[src/rssr_pkg.sv]
// ----------------------------------------------------------------------------
// rssr_pkg: shared types and constants of the rotated supersample resampler.
// Holds the command and register codes, the fixed field widths and the
// status word that the sample walker hands to the core.
// ----------------------------------------------------------------------------
package rssr_pkg;

  // Fixed field widths.
  localparam int ORIGIN_W  = 32;
  localparam int STEP_W    = 25;
  localparam int SIZE_W    = 9;
  localparam int WALK_W    = 40;
  localparam int CH_W      = 8;
  localparam int TEXEL_W   = 3 * CH_W;
  localparam int IN_DATA_W = 48;
  localparam int CFG_AW    = 3;
  localparam int CFG_DW    = 32;

  // Sample coordinates carry the walk position plus two guard bits for the sub-step offsets.
  localparam int COORD_W   = WALK_W + 2;

  // Shared reciprocal multiplier: operand, constant and product split point.
  localparam int MUL_A_W   = 25;
  localparam int MUL_M_W   = 28;
  localparam int MUL_SHIFT = 28;

  // Command codes carried on in_tuser.
  typedef enum logic [1:0] {
    CMD_WRITE   = 2'd0,
    CMD_RENDER  = 2'd1,
    CMD_RESTART = 2'd2
  } cmd_e;

  // Configuration register indexes.
  typedef enum logic [CFG_AW-1:0] {
    REG_ORIGIN_X   = 3'd0,
    REG_ORIGIN_Y   = 3'd1,
    REG_STEP_X_PIX = 3'd2,
    REG_STEP_Y_PIX = 3'd3,
    REG_STEP_X_ROW = 3'd4,
    REG_STEP_Y_ROW = 3'd5,
    REG_SRC_W      = 3'd6,
    REG_SRC_H      = 3'd7
  } cfg_reg_e;

  // Status of the sample walker toward the core.
  typedef struct packed {
    logic vld;
    logic last;
  } smp_stat_t;

endpackage

[src/rssr_sample_walk.sv]
// ----------------------------------------------------------------------------
// rssr_sample_walk: walks the GRID x GRID sample grid of one pixel.
// Starting from the base point it adds the per-pixel sub-steps along a row
// and the per-row sub-steps between rows, clamps each sample to the source
// and presents one texture address per cycle.
// ----------------------------------------------------------------------------
module rssr_sample_walk import rssr_pkg::*; #(
  parameter int FRAC_BITS  = 16,
  parameter int MAX_WIDTH  = 256,
  parameter int MAX_HEIGHT = 256,
  parameter int GRID       = 5,
  parameter int ADDR_W     = 16
) (
  input  logic                     clk,
  input  logic                     rst_n,
  input  logic                     start,
  input  logic signed [WALK_W-1:0] base_x,
  input  logic signed [WALK_W-1:0] base_y,
  input  logic signed [STEP_W-1:0] sub_xx,
  input  logic signed [STEP_W-1:0] sub_xy,
  input  logic signed [STEP_W-1:0] sub_yx,
  input  logic signed [STEP_W-1:0] sub_yy,
  input  logic [SIZE_W-1:0]        lim_w,
  input  logic [SIZE_W-1:0]        lim_h,
  output smp_stat_t                stat,
  output logic [ADDR_W-1:0]        rd_addr
);

  localparam int SW = COORD_W - FRAC_BITS;
  localparam int XW = $clog2(MAX_WIDTH);
  localparam int YW = $clog2(MAX_HEIGHT);
  localparam int GW = $clog2(GRID);
  localparam int EXT_B = COORD_W - WALK_W;
  localparam int EXT_S = COORD_W - STEP_W;
  localparam logic [GW-1:0]     LAST_J    = GW'(GRID - 1);
  localparam logic [ADDR_W-1:0] ROW_PITCH = ADDR_W'(MAX_WIDTH);

  logic                      run_r;
  logic [GW-1:0]             jx_r;
  logic [GW-1:0]             jy_r;
  logic signed [COORD_W-1:0] row_x_r;
  logic signed [COORD_W-1:0] row_y_r;
  logic signed [COORD_W-1:0] cur_x_r;
  logic signed [COORD_W-1:0] cur_y_r;
  logic [XW-1:0]             px_r;
  logic [YW-1:0]             py_r;
  logic                      vld_r;
  logic                      last_r;
  logic signed [COORD_W-1:0] sxx_e;
  logic signed [COORD_W-1:0] sxy_e;
  logic signed [COORD_W-1:0] syx_e;
  logic signed [COORD_W-1:0] syy_e;
  logic signed [COORD_W-1:0] nrow_x;
  logic signed [COORD_W-1:0] nrow_y;
  logic                      row_end;
  logic [SW-1:0]             clamp_x;
  logic [SW-1:0]             clamp_y;

  // Integer part of a coordinate, held to the range [0, lim - 1].
  function automatic logic [SW-1:0] clamp_f(input logic [COORD_W-1:0] c,
                                            input logic [SIZE_W-1:0]  lim);
    logic [SW-1:0] s;
    logic [SW-1:0] hi;
    s  = c[COORD_W-1:FRAC_BITS];
    hi = SW'(lim - SIZE_W'(1));
    if (c[COORD_W-1]) begin
      clamp_f = '0;
    end else if (s >= SW'(lim)) begin
      clamp_f = hi;
    end else begin
      clamp_f = s;
    end
  endfunction

  // Sub-steps widened to coordinate width, and the next row start.
  assign sxx_e   = {{EXT_S{sub_xx[STEP_W-1]}}, sub_xx};
  assign sxy_e   = {{EXT_S{sub_xy[STEP_W-1]}}, sub_xy};
  assign syx_e   = {{EXT_S{sub_yx[STEP_W-1]}}, sub_yx};
  assign syy_e   = {{EXT_S{sub_yy[STEP_W-1]}}, sub_yy};
  assign nrow_x  = row_x_r + syx_e;
  assign nrow_y  = row_y_r + syy_e;
  assign row_end = (jx_r == LAST_J);
  assign clamp_x = clamp_f(cur_x_r, lim_w);
  assign clamp_y = clamp_f(cur_y_r, lim_h);

  // Grid sequencer: one sample per cycle while running.
  always_ff @(posedge clk) begin
    if (!rst_n) begin
      run_r  <= 1'b0;
      vld_r  <= 1'b0;
      last_r <= 1'b0;
      jx_r   <= '0;
      jy_r   <= '0;
    end else begin
      vld_r  <= run_r;
      last_r <= run_r && row_end && (jy_r == LAST_J);
      px_r   <= clamp_x[XW-1:0];
      py_r   <= clamp_y[YW-1:0];
      if (start) begin
        run_r   <= 1'b1;
        jx_r    <= '0;
        jy_r    <= '0;
        row_x_r <= {{EXT_B{base_x[WALK_W-1]}}, base_x};
        row_y_r <= {{EXT_B{base_y[WALK_W-1]}}, base_y};
        cur_x_r <= {{EXT_B{base_x[WALK_W-1]}}, base_x};
        cur_y_r <= {{EXT_B{base_y[WALK_W-1]}}, base_y};
      end else if (run_r) begin
        if (row_end) begin
          jx_r    <= '0;
          jy_r    <= jy_r + GW'(1);
          row_x_r <= nrow_x;
          row_y_r <= nrow_y;
          cur_x_r <= nrow_x;
          cur_y_r <= nrow_y;
          if (jy_r == LAST_J) begin
            run_r <= 1'b0;
          end
        end else begin
          jx_r    <= jx_r + GW'(1);
          cur_x_r <= cur_x_r + sxx_e;
          cur_y_r <= cur_y_r + sxy_e;
        end
      end
    end
  end

  // Texture address of the clamped sample.
  assign rd_addr   = ADDR_W'(py_r) * ROW_PITCH + ADDR_W'(px_r);
  assign stat.vld  = vld_r;
  assign stat.last = last_r;

endmodule

[config.mk]
export PLATFORM = sky130hd
export DESIGN_NAME = rssr_sample_walk
export DESIGN_NICKNAME = d
export VERILOG_FILES = /design/src/rssr_pkg.sv /design/src/rssr_sample_walk.sv
export SDC_FILE = /design/constraint.sdc
export NUM_CORES = 1
export LEC_CHECK = 0
export ABC_CLOCK_PERIOD_IN_PS = 18600
export BUFFER_PORTS_ARGS = -buffer_cell sky130_fd_sc_hd__buf_2
export CORE_MARGIN = 8
export CORE_UTILIZATION = 40
export CTS_CLUSTER_SIZE = 16
export DETAILED_ROUTE_END_ITERATION = 8
export GPL_ROUTABILITY_DRIVEN = 0
export PLACE_DENSITY = 0.69
export SLEW_MARGIN = 15
export SYNTH_ARGS = -nofsm -noshare
export SYNTH_HDL_FRONTEND = slang
export SYNTH_SLANG_ARGS = --single-unit
[constraint.sdc]
create_clock -name clk -period 18.6 [get_ports clk]
set_input_delay 3.72 -clock clk [delete_from_list [all_inputs] [get_ports clk]]
set_output_delay 3.72 -clock clk [all_outputs]
set_load 0.01 [all_outputs]
After elaboration in Yosys (flattened, before gate mapping)
Index checks and enable logic that the tools add are counted.
Word-level totals
  register bits after elaboration: 193
  bits in latches: 0
  RAM bits: 0
  bits in read-only memories: 0
  bits of input ports: 201
  memories: 0
Cells by class
  $add $sub $neg: 9
  multipliers: 0
  divide/modulo/power cells: 0
  order comparisons: 2
  equality and inequality tests: 2
  shift operators: 0
  multiplexer cells: 19
  bitwise logic cells: 1
  reduce and logical (&&, ||, !) cells: 8
Operators with widths (count)
  2-to-1 mux 42 bit: 12
  adder 42 x 25 -> 42 bit: 4
  greater-or-equal comparator 26 x 9 -> 1 bit: 2
  adder 16 x 8 -> 16 bit: 1
  2-to-1 mux 8 bit: 2
  subtractor 8 x 1 -> 8 bit, second input constant: 2
  adder 3 x 1 -> 3 bit, second input constant: 2
  equality test 3 bit, second input constant: 2
  2-to-1 mux 1 bit: 4
  AND reduction 2 bit: 2
  nonzero test 2 bit: 2
  2-to-1 mux 3 bit: 1
  AND reduction 3 bit: 1
  logical AND 1 bit: 2
  OR reduction 2 bit: 1
  inverter 1 bit: 1

Longest topological paths before layout
  word-level depth: 5
  gate-level depth with buffers: 14
  gate-level depth less buffers: 13

Worst setup path before layout
Ideal clock, no wire load.
  path type: input port to flip-flop
  from: input port rst_n
  to: register row_x_r[0], enable pin
  library setup time: 0.642 ns
  arrival: 9.702 ns
  data required time: 17.958 ns
  setup slack: 8.256 ns
  stages on the path: 2
  path buffers: 0
  cells stage by stage: nand2_1 -> o21ai_0
On the way
  longest elaborated chain between the ends: 1
Ends and longest elaborated chain
  start, declared: RTL line rssr_sample_walk.sv:15  | input logic rst_n,
  AND reduction 3 bit (no line)
  end signal, assigned: RTL line rssr_sample_walk.sv:103  | row_x_r <= {{EXT_B{base_x[WALK_W-1]}}, base_x};
  end signal, assigned: RTL line rssr_sample_walk.sv:111  | row_x_r <= nrow_x;
  end, declared: RTL line rssr_sample_walk.sv:41  | logic signed [COORD_W-1:0] row_x_r;
No other way between the ends.
A chain may end at the register's enable or synchronous reset.

Final worst setup path
  from: input port sub_xx[0]
  to: register cur_x_r[38] (data pin)
On the way
  longest elaborated chain between the ends: 4
Ends and longest elaborated chain
  start, declared: RTL line rssr_sample_walk.sv:19  | input logic signed [STEP_W-1:0] sub_xx,
  adder 42 x 25 -> 42 bit: RTL line rssr_sample_walk.sv:120  | cur_x_r <= cur_x_r + sxx_e;
  2-to-1 mux 42 bit: RTL line rssr_sample_walk.sv:108  | if (row_end) begin
  2-to-1 mux 42 bit: RTL line rssr_sample_walk.sv:107  | end else if (run_r) begin
  2-to-1 mux 42 bit: RTL line rssr_sample_walk.sv:99  | if (start) begin
  end signal, assigned: RTL line rssr_sample_walk.sv:105  | cur_x_r <= {{EXT_B{base_x[WALK_W-1]}}, base_x};
  end signal, assigned: RTL line rssr_sample_walk.sv:113  | cur_x_r <= nrow_x;
  end signal, assigned: RTL line rssr_sample_walk.sv:120
  end, declared: RTL line rssr_sample_walk.sv:43  | logic signed [COORD_W-1:0] cur_x_r;
No other way between the ends. The select of a mux whose other input is x is not followed.

==> impl_metrics.json <==
{
  "hold_class": "reg -> reg",
  "synth_area_um2": 17400,
  "hold_slack_ps": 497,
  "postRouteWirelength_um": 52200,
  "synthTopCellsByArea": "edfxtp_1 32%, ha_1 14%, xnor2_1 5.5%",
  "cts_buffers": 17,
  "cp-startpoint": "sub_xx[0]",
  "io_pins": 219,
  "cp_slowest_cell": "a211oi_1",
  "placement.io_buffers": 218,
  "chipHeight_um": 225,
  "post-place-ws_ps": 11260,
  "synth_commonest_cells": "220 x nand2_1, 188 x ha_1, 185 x a21oi_1",
  "dieArea_um2": 50500,
  "synth_edf_count": 184,
  "fin_util": 0.458,
  "clock_skew_ps": 11.8,
  "hpwl_um": 39500,
  "syn_nets": 2360,
  "core.rowCount": 76,
  "p_comb_frac": 0.379,
  "finalHoldViolations": 0,
  "die_x_um": 225,
  "worstHoldStart": "jy_r[1]",
  "finalMaxSlewViolations": 0,
  "yosysUniqueCellTypes": 87,
  "p_leak_nw": 8.51,
  "slew_headroom": 0.296,
  "setup_viol": 0,
  "via_count": 15600,
  "irDropWorstVdd_mv": 0.0593,
  "fin_cells": 2750,
  "grt_pass1_wl_um": 81900,
  "design_area_um2": 19700,
  "cts_buffer_depth": 2,
  "yosys.area.top_type": "edfxtp_1",
  "cts-resized-gates": 0,
  "power_density_nw_per_um2": 77.3,
  "crit_arrival_ps": 7070,
  "cpPeakStageDelay_ps": 440,
  "maxCapViolCount": 0,
  "ctsHtreeMaxLevel": 4,
  "postRouteAntennaNets": 0,
  "drc": 0,
  "cts_tree": "yes",
  "final.setup.tns_ps": 0,
  "wl_per_cell_um": 19.0,
  "synth-seq-cells": 193,
  "worst_pin_slew_ps": 1050,
  "switching_share": 0.358,
  "drive_gt1_frac": 0.144,
  "setup_ws_ps": 11740,
  "synth_top_area_frac": 0.317,
  "clockPowerShare": 0.258,
  "overflow": 0,
  "grt_pass1_vias": 15400,
  "end_kind": "flip-flop",
  "required_ps": 18810,
  "outcome": "completed",
  "met2_usage": 0.335,
  "timing.rr.start": "cur_x_r[0]",
  "syn-mean-instance-area_um2": 8.85,
  "rsz0062_at_grt": "no",
  "ys_seq_area_frac": 0.328,
  "grt.busiest_layer": "met2",
  "p_int_mw": 0.976,
  "grt_use_total": 0.204,
  "coreArea_um2": 43000,
  "drt_pass1_iterations": 5,
  "post_cts_buffers": 0,
  "finalWorstPathRequiredPeriod_ps": 6860,
  "post_drt_via_cell_ratio": 5.68,
  "met1_usage": 0.266,
  "seq_power_share": 0.363,
  "syn_inst": 1967,
  "crit_path_cell_trace": "buf_2 > ha_1 > fa_1 > a211oi_1 > o211ai_1 > nand3_1 > nand3_1 > a311oi_1 > o21ai_1 > a31oi_1 > o21ai_1 > a31oi_1 > mux2i_1 > o311ai_1",
  "antenna_found_initial": 7,
  "met3_usage": 0.0386,
  "placed_cells": 2716,
  "yosysWarnings": 0,
  "path_class": "in -> reg",
  "drtIter0Drc": 1228,
  "total_power_mw": 1.52,
  "area_growth_pct": 13.0,
  "worstSkewPairLatency_ps": 500,
  "max_freq_mhz": 146,
  "cp_max_fo": 4,
  "fin_crit_sh": 0.369,
  "placed_cell_area_um2": 19100,
  "nets": 2543,
  "yosysMostFrequentCell": "nand2_1",
  "synthArstFlopShare": 0,
  "numClockSinks": 193,
  "initial_core_util": 0.405,
  "cts-root-buf": "clkbuf_16",
  "yosys_most_used_dff": "edfxtp_1",
  "start_kind": "primary input",
  "cts_hold_buf": 0,
  "clk_pin_slew_ps": 80,
  "p_switching_mw": 0.545,
  "grt_max_degree": 84
}
cell type report:
cell class | count | area (um^2)
clock buffers | 18 | 429
fillers | 4231 | 23300
diodes | 2 | 5.00
multi-input cells | 1615 | 11100
well taps | 585 | 732
flip-flops and latches | 193 | 5710
clock inverters | 14 | 156
inverters | 97 | 364
repair buffers | 226 | 1160
power by group through the flow:
stage	clock network [mW]	logic, mW	registers (mW)
3_3_place_gp	0	0.555	0.561
4_1_cts	0.404	0.573	0.552
5_1_grt	0.414	0.642	0.556
6_report	0.392	0.577	0.553
2_1_floorplan	0	0.430	0.556
3_5_place_dp	0	0.568	0.562
critical path: cells and delay by family:
| family | cells | cell delay, ps |
|---|---|---|
| fa+ha+maj | 2 | 650 |
| buf+inv | 1 | 120 |
| compound gates | 8 | 2130 |
| mux | 1 | 230 |
| simple gates | 2 | 240 |
routing by layer:
metal / wire length (um) / vias to the layer above
li1: - / 7693
met4: 1360 / 10
met1: 23500 / 7393
met5: 68 / -
met3: 2960 / 83
met2: 24300 / 430
kinds of logic (layout without fill, tap and decap cells):
group,count (synthesis),in the layout,synth area share
simple gates,547,547,0.142
flops,193,193,0.328
fa+ha+maj,192,192,0.140
compound gates,687,687,0.258
other cells,0,2,0
mux,23,23,0.0142
buf+inv,159,355,0.0349
xor+xnor,166,166,0.0835
flip-flops by register name, summed over array words and instances (netlist names):
name,flops
cur_x_r,42
cur_y_r,42
jx_r,3
jy_r,3
last_r,1
px_r,8
py_r,8
row_x_r,42
row_y_r,42
run_r,1
vld_r,1
placed cells by master (no fill, tap or decap), types with 55 or more instances in the layout:
cell type	count
edfxtp_1	184
xor2_1	57
a21o_1	102
a211oi_1	55
a21oi_1	185
o21ai_0	152
nor2_1	145
ha_1	188
inv_1	96
nand2_1	218
buf_2	217
xnor2_1	109
worst paths after layout:
kind                       to  slack (ps)  cells past startpoint
setup / recovery  cur_x_r[38]       11740                     14
hold / removal        jy_r[1]         500                      2
setup reg to reg  cur_x_r[38]       14710                     13
hold reg to reg       jy_r[1]         500                      2
(Power assumes the default switching activity.)
